$ cat src/rtl/core/brr_pkg.sv
// Package for the bit string rank/unrank block: item type, codes and binomial rows.
// Depends on nothing; used by brr_cell and bit_string_rank_unrank.
package brr_pkg;

	localparam logic CMD_RANK   = 1'b0;
	localparam logic CMD_UNRANK = 1'b1;

	localparam logic CFG_NUM_BITS     = 1'b0;
	localparam logic CFG_NUM_OCCUPIED = 1'b1;

	localparam logic [4:0] NUM_BITS_RST     = 5'd16;
	localparam logic [4:0] NUM_OCCUPIED_RST = 5'd8;

	// Binomials are clipped here; valid addresses never reach this value.
	localparam logic [13:0] BINOM_SAT = 14'h3FFF;

	typedef logic [31:0][13:0] binom_row_t;

	typedef struct packed {
		logic        cmd;
		logic        zero_addr;
		logic [15:0] bits;
		logic [15:0] acc;
		logic [4:0]  cnt;
	} brr_item_t;

	// Row n of Pascal's triangle, clipped, for k = 0 .. 31.
	function automatic binom_row_t binom_row(input int unsigned n);
		binom_row_t  row;
		logic [14:0] s;
		row    = '0;
		row[0] = 14'd1;
		for (int unsigned m = 1; m <= n; m++) begin
			for (int k = 31; k >= 1; k--) begin
				s = {1'b0, row[k]} + {1'b0, row[k-1]};
				row[k] = (s > {1'b0, BINOM_SAT}) ? BINOM_SAT : s[13:0];
			end
		end
		return row;
	endfunction

endpackage

$ cat src/rtl/core/brr_cell.sv
// One cell of the rank/unrank chain: handles one rank position and one unrank position.
// Depends on brr_pkg for the item type and the binomial rows.
module brr_cell
	import brr_pkg::*;
#(
	parameter int RANK_POS   = 0,
	parameter int UNRANK_POS = 0
) (
	input  logic      clk,
	input  logic      arst_n,
	input  logic [4:0] n_eff,
	input  logic      in_valid,
	output logic      in_ready,
	input  brr_item_t in_data,
	output logic      out_valid,
	input  logic      out_ready,
	output brr_item_t out_data
);

	localparam binom_row_t RANK_ROW   = binom_row(RANK_POS);
	localparam binom_row_t UNRANK_ROW = binom_row(UNRANK_POS);
	localparam logic [4:0] RANK_POS_W   = 5'(RANK_POS);
	localparam logic [4:0] UNRANK_POS_W = 5'(UNRANK_POS);
	localparam logic       RANK_LIVE    = (RANK_POS < 16);
	localparam logic       UNRANK_LIVE  = (UNRANK_POS < 16);
	localparam logic [3:0] RANK_IDX     = 4'(RANK_POS < 16 ? RANK_POS : 0);
	localparam logic [3:0] UNRANK_IDX   = 4'(UNRANK_POS < 16 ? UNRANK_POS : 0);

	logic        vld_q;
	brr_item_t   data_q;
	brr_item_t   nxt;
	logic [4:0]  cnt_inc;
	logic [13:0] b_rank;
	logic [13:0] b_unrank;

	assign cnt_inc  = in_data.cnt + 5'd1;
	assign b_rank   = RANK_ROW[cnt_inc];
	assign b_unrank = UNRANK_ROW[in_data.cnt];

	always_comb begin
		nxt = in_data;
		case (in_data.cmd)
			CMD_RANK: begin
				if (RANK_LIVE && (n_eff > RANK_POS_W) && in_data.bits[RANK_IDX]) begin
					nxt.cnt = cnt_inc;
					nxt.acc = in_data.acc + {2'b00, b_rank};
				end
			end
			CMD_UNRANK: begin
				if ((n_eff > UNRANK_POS_W) && (in_data.cnt != 5'd0) &&
				    (in_data.acc >= {2'b00, b_unrank})) begin
					if (UNRANK_LIVE) begin
						nxt.bits[UNRANK_IDX] = 1'b1;
					end
					nxt.acc = in_data.acc - {2'b00, b_unrank};
					nxt.cnt = in_data.cnt - 5'd1;
				end
			end
			default: nxt = in_data;
		endcase
	end

	assign in_ready  = !vld_q || out_ready;
	assign out_valid = vld_q;
	assign out_data  = data_q;

	always_ff @(posedge clk or negedge arst_n) begin
		if (!arst_n) begin
			vld_q <= 1'b0;
		end else if (in_valid && in_ready) begin
			vld_q <= 1'b1;
		end else if (out_ready) begin
			vld_q <= 1'b0;
		end
	end

	always_ff @(posedge clk) begin
		if (in_valid && in_ready) begin
			data_q <= nxt;
		end
	end

endmodule

$ cat src/rtl/core/bit_string_rank_unrank.sv
// Top level of the bit string rank/unrank block: configuration, chain of cells, output register.
// Depends on brr_pkg and brr_cell.
//
//   channel | direction | handshake         | contents
//   s_*     | in        | s_tvalid/s_tready | tdata: bit_string, address; tuser: command
//   m_*     | out       | m_tvalid/m_tready | tdata: value; tuser: out_of_range
//   cfg_*   | in        | cfg_valid/cfg_ready | cfg_index, cfg_data
//
// One item per cycle is taken while the chain is not stalled; each item passes MAX_BITS
// cells, one bit position per cell, and then the output register. The first cell loads
// at the accepting edge; the result is held in the output register after the last cell.
// Reset clears all valid bits and sets num_bits to 16 and num_occupied to 8.
// A stalled output holds its item; empty cells ahead of it still fill, so bubbles close up.
module bit_string_rank_unrank
	import brr_pkg::*;
#(
	parameter int MAX_BITS = 16
) (
	input  logic        clk,
	input  logic        arst_n,
	input  logic        s_tvalid,
	output logic        s_tready,
	input  logic [31:0] s_tdata,   // bit_string [15:0], address [29:16], zero padding
	input  logic        s_tuser,   // command
	output logic        m_tvalid,
	input  logic        m_tready,
	output logic [15:0] m_tdata,   // value [15:0]
	output logic        m_tuser,   // out_of_range
	input  logic        cfg_valid,
	output logic        cfg_ready,
	input  logic        cfg_index,
	input  logic [4:0]  cfg_data
);

	logic [4:0] num_bits_q;
	logic [4:0] num_occupied_q;
	logic [4:0] n_eff;

	logic      link_vld [MAX_BITS+1];
	logic      link_rdy [MAX_BITS+1];
	brr_item_t link_dat [MAX_BITS+1];

	brr_item_t   entry;
	logic [15:0] bit_string;
	logic [13:0] address;
	brr_item_t   last;
	logic        bad;

	logic        m_tvalid_q;
	logic [15:0] m_tdata_q;
	logic        m_tuser_q;

	assign cfg_ready = 1'b1;

	always_ff @(posedge clk or negedge arst_n) begin
		if (!arst_n) begin
			num_bits_q     <= NUM_BITS_RST;
			num_occupied_q <= NUM_OCCUPIED_RST;
		end else if (cfg_valid && cfg_ready) begin
			case (cfg_index)
				CFG_NUM_BITS:     num_bits_q     <= cfg_data;
				CFG_NUM_OCCUPIED: num_occupied_q <= cfg_data;
				default: ;
			endcase
		end
	end

	assign n_eff = (num_bits_q > 5'(MAX_BITS)) ? 5'(MAX_BITS) : num_bits_q;

	assign bit_string = s_tdata[15:0];
	assign address    = s_tdata[29:16];

	always_comb begin
		entry.cmd       = s_tuser;
		entry.zero_addr = (address == 14'd0);
		if (s_tuser == CMD_UNRANK) begin
			entry.bits = 16'd0;
			entry.acc  = {2'b00, address} - 16'd1;
			entry.cnt  = num_occupied_q;
		end else begin
			entry.bits = bit_string;
			entry.acc  = 16'd0;
			entry.cnt  = 5'd0;
		end
	end

	assign link_vld[0] = s_tvalid;
	assign s_tready    = link_rdy[0];
	assign link_dat[0] = entry;

	for (genvar c = 0; c < MAX_BITS; c++) begin : g_cell
		brr_cell #(
			.RANK_POS   (c),
			.UNRANK_POS (MAX_BITS - 1 - c)
		) u_cell (
			.clk       (clk),
			.arst_n    (arst_n),
			.n_eff     (n_eff),
			.in_valid  (link_vld[c]),
			.in_ready  (link_rdy[c]),
			.in_data   (link_dat[c]),
			.out_valid (link_vld[c+1]),
			.out_ready (link_rdy[c+1]),
			.out_data  (link_dat[c+1])
		);
	end

	assign last = link_dat[MAX_BITS];
	assign bad  = last.zero_addr || (last.cnt != 5'd0) || (last.acc != 16'd0);
	assign link_rdy[MAX_BITS] = !m_tvalid_q || m_tready;

	always_ff @(posedge clk or negedge arst_n) begin
		if (!arst_n) begin
			m_tvalid_q <= 1'b0;
		end else if (link_vld[MAX_BITS] && link_rdy[MAX_BITS]) begin
			m_tvalid_q <= 1'b1;
		end else if (m_tready) begin
			m_tvalid_q <= 1'b0;
		end
	end

	always_ff @(posedge clk) begin
		if (link_vld[MAX_BITS] && link_rdy[MAX_BITS]) begin
			if (last.cmd == CMD_UNRANK) begin
				m_tdata_q <= bad ? 16'd0 : last.bits;
				m_tuser_q <= bad;
			end else begin
				m_tdata_q <= last.acc + 16'd1;
				m_tuser_q <= 1'b0;
			end
		end
	end

	assign m_tvalid = m_tvalid_q;
	assign m_tdata  = m_tdata_q;
	assign m_tuser  = m_tuser_q;

endmodule

$ cat config.mk
export PLATFORM = sky130hd
export DESIGN_NAME = bit_string_rank_unrank
export DESIGN_NICKNAME = d
export VERILOG_FILES = /design/src/rtl/core/brr_pkg.sv /design/src/rtl/core/brr_cell.sv /design/src/rtl/core/bit_string_rank_unrank.sv
export SDC_FILE = /design/constraint.sdc
export NUM_CORES = 2
export LEC_CHECK = 0
export BUFFER_PORTS_ARGS = -buffer_cell sky130_fd_sc_hd__clkbuf_2
export CAP_MARGIN = 20
export CELL_PAD_IN_SITES_DETAIL_PLACEMENT = 2
export CELL_PAD_IN_SITES_GLOBAL_PLACEMENT = 2
export CORE_MARGIN = 2
export CORE_UTILIZATION = 39
export CTS_CLUSTER_DIAMETER = 40
export DETAILED_ROUTE_END_ITERATION = 6
export PLACE_DENSITY = 0.81
export SKIP_LAST_GASP = 1
export SLEW_MARGIN = 10
export SYNTH_ARGS = -nofsm -noshare
export SYNTH_HDL_FRONTEND = slang
export SYNTH_SLANG_ARGS = --single-unit
$ cat constraint.sdc
create_clock -name clk -period 4.4 [get_ports clk]
set_clock_uncertainty 0.05 [all_clocks]
set_input_delay 0.66 -clock clk [delete_from_list [all_inputs] [get_ports clk]]
set_output_delay 0.66 -clock clk [all_outputs]
set_load 0.005 [all_outputs]
### Yosys cells after proc, flatten, opt, wreduce, memory -nomap -nowiden

Memory sizes are Yosys's and may differ from the RTL's. A register that Yosys moved wholly into a read port is not among the register bits.
Index checks and enable logic that the tools add are counted.

| operators by class | value |
|---|---|
| $add $sub $neg | 66 |
| muxes and demuxes | 164 |
| order comparisons | 65 |
| bitwise logic cells | 17 |
| reductions and logical operators | 139 |

Operators by type and width:

| operator | count |
|---|---|
| $pmux W21 S2 | 16 |
| $mux W21 | 31 |
| $mux W14 | 32 |
| $add A16 B14 Y16 | 16 |
| $ge A16 B14 Y1 | 16 |
| $sub A16 B14 Y16 | 16 |
| $lt A5 B6 Y1 const B | 32 |
| $reduce_bool A5 Y1 | 17 |
| $add A5 B1 Y5 const B | 16 |
| $mux W5 | 16 |
| $sub A5 B1 Y5 const B | 16 |
| $logic_and A1 B1 Y1 | 65 |
| $mux W1 | 65 |
| $gt A5 B4 Y1 const B | 8 |
| $mux W37 | 1 |
| $reduce_bool A2 Y1 | 17 |
| $mux W16 | 2 |
| $mux W22 | 1 |
| $gt A5 B3 Y1 const B | 4 |
| $logic_or A1 B1 Y1 | 19 |
| $logic_not A1 Y1 | 17 |
| $not A1 Y1 | 17 |
| $add A16 B1 Y16 const B | 1 |
| $reduce_bool A16 Y1 | 1 |
| other kinds (6) | 9 |

| word-level totals | value |
|---|---|
| ROM bits | 14336 |
| register bits after elaboration | 668 |
| bits of input ports | 44 |
| memories kept | 32 |
| output and inout port bits | 20 |
| word-level logic and storage cells | 585 |

Memory list:

| name | depth | bits a word | read ports | clocked after Yosys merged registers in | write ports | line | RTL |
|---|---|---|---|---|---|---|---|
| (name not given) | 32 | 14 | 1 | 0 | 0 | brr_cell.sv:37 | `assign b_rank = RANK_ROW[cnt_inc];` |
| (name not given) | 32 | 14 | 1 | 1 | 0 | brr_cell.sv:38 | `assign b_unrank = UNRANK_ROW[in_data.cnt];` |
| (name not given) | 32 | 14 | 1 | 0 | 0 | brr_cell.sv:37 |  |
| (name not given) | 32 | 14 | 1 | 0 | 0 | brr_cell.sv:37 |  |
| (name not given) | 32 | 14 | 1 | 1 | 0 | brr_cell.sv:38 |  |
| (name not given) | 32 | 14 | 1 | 1 | 0 | brr_cell.sv:38 |  |
| 26 more memories | n/a | n/a | n/a | n/a | n/a | n/a |  |

### Depth between registers and ports, before layout

| logic depth | value |
|---|---|
| word-level depth | 20 |
| gate-level depth with buffers | 23 |
| gate-level depth less buffers | 20 |

### Cells and area by module

Synthesis repeated with hierarchy kept, for this count alone.

| unflattened totals | value |
|---|---|
| cell total of the unflattened synthesis | 4605 |
| area total of the unflattened synthesis | 47391.7 um^2 |

By module, submodules not included:

| module | area an instance (um^2) | cells each | seq. area each (um^2) | instances |
|---|---|---|---|---|
| brr_cell at g_cell[1].u_cell | 3196.8 | 326 | 1196.1 | 1 |
| brr_cell at g_cell[0].u_cell | 3055.4 | 314 | 1196.1 | 1 |
| brr_cell at g_cell[15].u_cell | 3027.9 | 308 | 1196.1 | 1 |
| brr_cell at g_cell[14].u_cell | 2981.6 | 301 | 1196.1 | 1 |
| brr_cell at g_cell[3].u_cell | 2949.1 | 289 | 1196.1 | 1 |
| brr_cell at g_cell[2].u_cell | 2929.1 | 288 | 1196.1 | 1 |
| brr_cell at g_cell[12].u_cell | 2837.7 | 286 | 1196.1 | 1 |
| brr_cell at g_cell[6].u_cell | 2776.4 | 253 | 1196.1 | 1 |
| brr_cell at g_cell[13].u_cell | 2773.9 | 280 | 1196.1 | 1 |
| brr_cell at g_cell[4].u_cell | 2771.4 | 260 | 1196.1 | 1 |
| brr_cell at g_cell[10].u_cell | 2737.6 | 252 | 1196.1 | 1 |
| brr_cell at g_cell[5].u_cell | 2703.8 | 256 | 1196.1 | 1 |
| brr_cell at g_cell[11].u_cell | 2680.1 | 251 | 1196.1 | 1 |
| brr_cell at g_cell[9].u_cell | 2676.3 | 254 | 1196.1 | 1 |
| +3 rows | n/a | n/a | n/a | n/a |

### Worst setup path after synthesis

Ideal clock, no wire load.

| timing path | value |
|---|---|
| path type | input-to-reg |
| start point | input port s_tdata[20] |
| end point | register, netlist name g_cell[1].u_cell.b_unrank[2] |
| cell stages on the path | 20 |
| data arrival time | 4.998 ns |
| buffers on the path | 2 |
| slack | -0.775 ns |
| library setup time | 0.128 ns |
| data required time | 4.222 ns |
| path through | or4_1 clkbuf_1 or3_1 nor4_1 xnor2_1 nor2_1 ha_1 nand3_1 o41ai_1 a31oi_1 a41oi_1 buf_2 nor2_1 a221o_1 a21oi_1 inv_1 ha_1 mux2_2 a22oi_1 nor2_1 |

RTL lines:

| what | line | RTL |
|---|---|---|
| start, declared | bit_string_rank_unrank.sv:23 | `input logic [31:0] s_tdata,` |

==> impl_results.md <==
- Mean cell area of the mapped netlist: 10.0 um2
- Data arrival, critical path: 5.44 ns
- Synthesized instance count: 4678
- Largest net degree at the start of global routing: 46
- Max-cap violations: 0
- Comb power frac: 39.0%
- Distinct cell type count after synthesis: 100
- Final ANT Viol Nets: 0
- Setup TNS: -6.93 ns
- Mapped cell area: 46800 um2
- Slowest CP cell: edfxtp_1
- Sequential power share: 30.9%
- Synth area leader: edfxtp_1
- Flop and latch count out of synthesis: 748
- Power Density: 665 nW/um2
- Routed length per instance: 31.4 um
- Slew HR: 31.6%
- # clock sinks: 748
- Top-count cell post-synth: edfxtp_1
- Vias in the first global route: around 45000
- First-pass GRT wire length: ~280000 um
- Post-Route Utilization: 46.5%
- Die Ht: about 350 um
- Clock transition at path regs: 0.07 ns
- CP required: 4.84 ns
- DP HPWL: 123000 um
- FF-to-FF setup slack: -0.60 ns
- Area grow syn2layout: 18.7%
- Combined global-route utilization of all metal layers: 29.9%
- Most instantiated cells after synthesis: edfxtp_1, nor2_1, nand2_1
- Initial detailed-routing violation count: around 3900
- Main area contributors after synthesis: edfxtp_1, ha_1, xnor2_1
- Final Hold Fails: 0
- Net Switching: 0.0154 W
- Crit path kind: reg2reg
- Nets: 5361
- Chip Width: 350 um
- Maximum vdd drop: roughly 440 uV
- Longest Clk Path Bufs: 3
- Cells after DPL: ~6400
- Synth Flop Type: edfxtp_1
- Routed WL: around 210000 um
- Violated checks: negative setup slack
- Max Clk Rate: 200 MHz
- Post-Syn Nets: a little over 5000
- Root buffer cell: clkbuf_16
- Status: finished, violations left
- Crit Path Max Fanout: 9
- Clock period minus worst slack: around 5 ns
- H-tree depth: 4
- Core area: 119000 um2
- Share of layout cells above drive strength 1: about 14%
- Pre-Repair DR Iteration Count: 5
- Hold crit path type: in2reg
- Clock Power Share: a little under a third
- Initial antenna violation count: 15
- Top-area cell type share of the netlist area: between 40% and 50%
- Initial Utilization: 39.2%
- Final WS setup: -0.604 ns
- CP Capture Type: flop
- CP cell instances: buf_4 -> nand3_1 -> xnor2_2 -> nand2_1 -> nor2_1 -> a21oi_1 -> nor2_1 -> ha_1 -> nor2b_1 -> o21ai_0 -> a21boi_0 -> o21ai_0 -> a21boi_1 -> o21ai_2 -> a211oi_1 -> o21ai_1 -> nand2_1 -> xor2_1
- Critical Path Max Stage Delay: around 0.42 ns
- Unrepaired setup endpoints after global routing: yes
- Ys async rst share: 3.61%
- Vias per inst: 6.32
- CTS tree: built
- Area of the die: 123000 um2
- GR Overflow Total: 0
- Final max-slew violation count: 0
- Final setup fails: between 40 and 50
- Period Utilization, post-route: 114%
- Fillers: 12338
- Clock Latency Late Sink: 0.80 ns
- Post-route DRC: 0
- Gpl congestion: 0.900
- Via count: 42333
- IO Pins: 64
- Static Leak: 21.7 nW
- Port bufs: 60
- Internal: between 0.02 and 0.025 W
- Row count: 127
- Non-filler instance count after layout: 6698
- CTS buffer count: 138
- Post-synth EDFFs: 641
- Worst Max-Slew Pin Slew: a little over 1 ns
- Startpoint Class: flop
- Sw Share: 41.6%
- Yosys warnings: 0
- Post-synthesis sequential area ratio: between 40% and 50%
worst paths after layout:
path,start,end,depth (start not counted)
setup / recovery,g_cell[11].u_cell.out_data[1]$_DFFE_PP_,g_cell[12].u_cell.out_data[15]$_DFFE_PP_,18
hold / removal,cfg_data[2],num_occupied_q[2]$_DFFE_PN0P_,2
setup reg to reg,g_cell[11].u_cell.out_data[1]$_DFFE_PP_,g_cell[12].u_cell.out_data[15]$_DFFE_PP_,18
hold reg to reg,g_cell[0].u_cell.out_data[26]$_SDFFCE_PP0N_,g_cell[1].u_cell.out_data[26]$_DFFE_PN_,0
max in group asynchronous,arst_n,num_occupied_q[2]$_DFFE_PN0P_,2
min in group asynchronous,arst_n,g_cell[4].u_cell.out_valid$_DFFE_PN0P_,2
per-stage QoR:
step / cell area (um2) / hold WS [ns] / worst slack (ns) / power, W
CTS: 55100 / 0.0969 / 0.0165 / 0.0355
global route: 55600 / 0.127 / -0.678 / 0.0383
global placement: 50200 / 0.351 / -0.312 / 0.0228
finish: 55600 / 0.138 / -0.604 / 0.0369
detailed placement: 50200 / 0.356 / -0.636 / 0.0238
floorplan: 46900 / 0.314 / -0.271 / 0.0192
metal layers:
| layer | GRT usage, % | share of wire (%) |
|---|---|---|
| met4 | 12.7 | 6.4 |
| met2 | 53.3 | 49 |
| met3 | 4.51 | 6.6 |
| met1 | 35.7 | 38 |
| met5 | 0 | 0.055 |
placed cells by master (no fill, tap or decap), drive strengths merged, types with 76 or more instances in the layout:
master	Yosys	layout
a21oi	318	318
buf	10	241
clkbuf	141	230
dfxtp	80	80
edfxtp	641	641
ha	319	319
inv	306	331
nand2	347	347
nand2b	76	76
nand3	139	139
nor2	440	440
nor2b	90	90
nor3	125	125
o21ai	217	217
xnor2	221	221
xor2	125	125
cell type report:
| class | instances | area (um2) | area share [%] |
|---|---|---|---|
| multi-input combinational | 3471 | 24100 | 43.3 |
| sequential | 748 | 21500 | 38.7 |
| clock buffer | 169 | 3740 | 6.73 |
| timing repair buffer | 303 | 2190 | 3.94 |
| tap | 1612 | 2020 | 3.63 |
| inverter | 308 | 1160 | 2.09 |
| clock inverter | 83 | 847 | 1.52 |
| antenna | 4 | 10.0 | 0.0180 |
power by group through the flow:
stage	combinational [W]	sequential, W	clock [W]
finish	0.0144	0.0114	0.0111
global route	0.0154	0.0115	0.0114
CTS	0.0133	0.0113	0.0109
detailed placement	0.0125	0.0113	0
global placement	0.0116	0.0112	0
floorplan	0.00877	0.0105	0
worst max-delay path: cells and delay by family, from the launching register on:
family                     cells  cell delay, ns
and+or+nand+nor                6            1.07
adders and majority gates      1            0.31
AOI/OAI and AO/OA              8            1.98
DFF                            1            0.42
buffers and inverters          1            0.24
xor gates and xnor gates       2            0.61
registers in the layout, summed over array words and instances, names as in the netlist:
register / flops
m_tuser: 1
m_tdata: 16
num_occupied_q: 5
g_cell.u_cell.out_valid: 16
num_bits_q: 5
g_cell.u_cell.out_data: 624
m_tvalid: 1
g_cell.u_cell.b_unrank: 80
logic make-up after synthesis:
family | share of synthesized area [%]
flops | 46.0
simple gates | 16.8
xor+xnor | 6.47
fa+ha+maj | 9.83
other cells | 0.00801
mux | 2.23
compound gates | 14.9
buf+inv | 3.72
what timing repair did:
item                                    4_1_cts  5_1_grt
pin swaps                                     8       23
hold endpoints to repair                     25        0
resized for setup                            47       73
hold buffers                                  1        0
gates cloned                                  0        1
endpoints found under the setup margin       30       70
setup buffers                                 8       23
No activity file was read; power rests on OpenSTA's default activity.
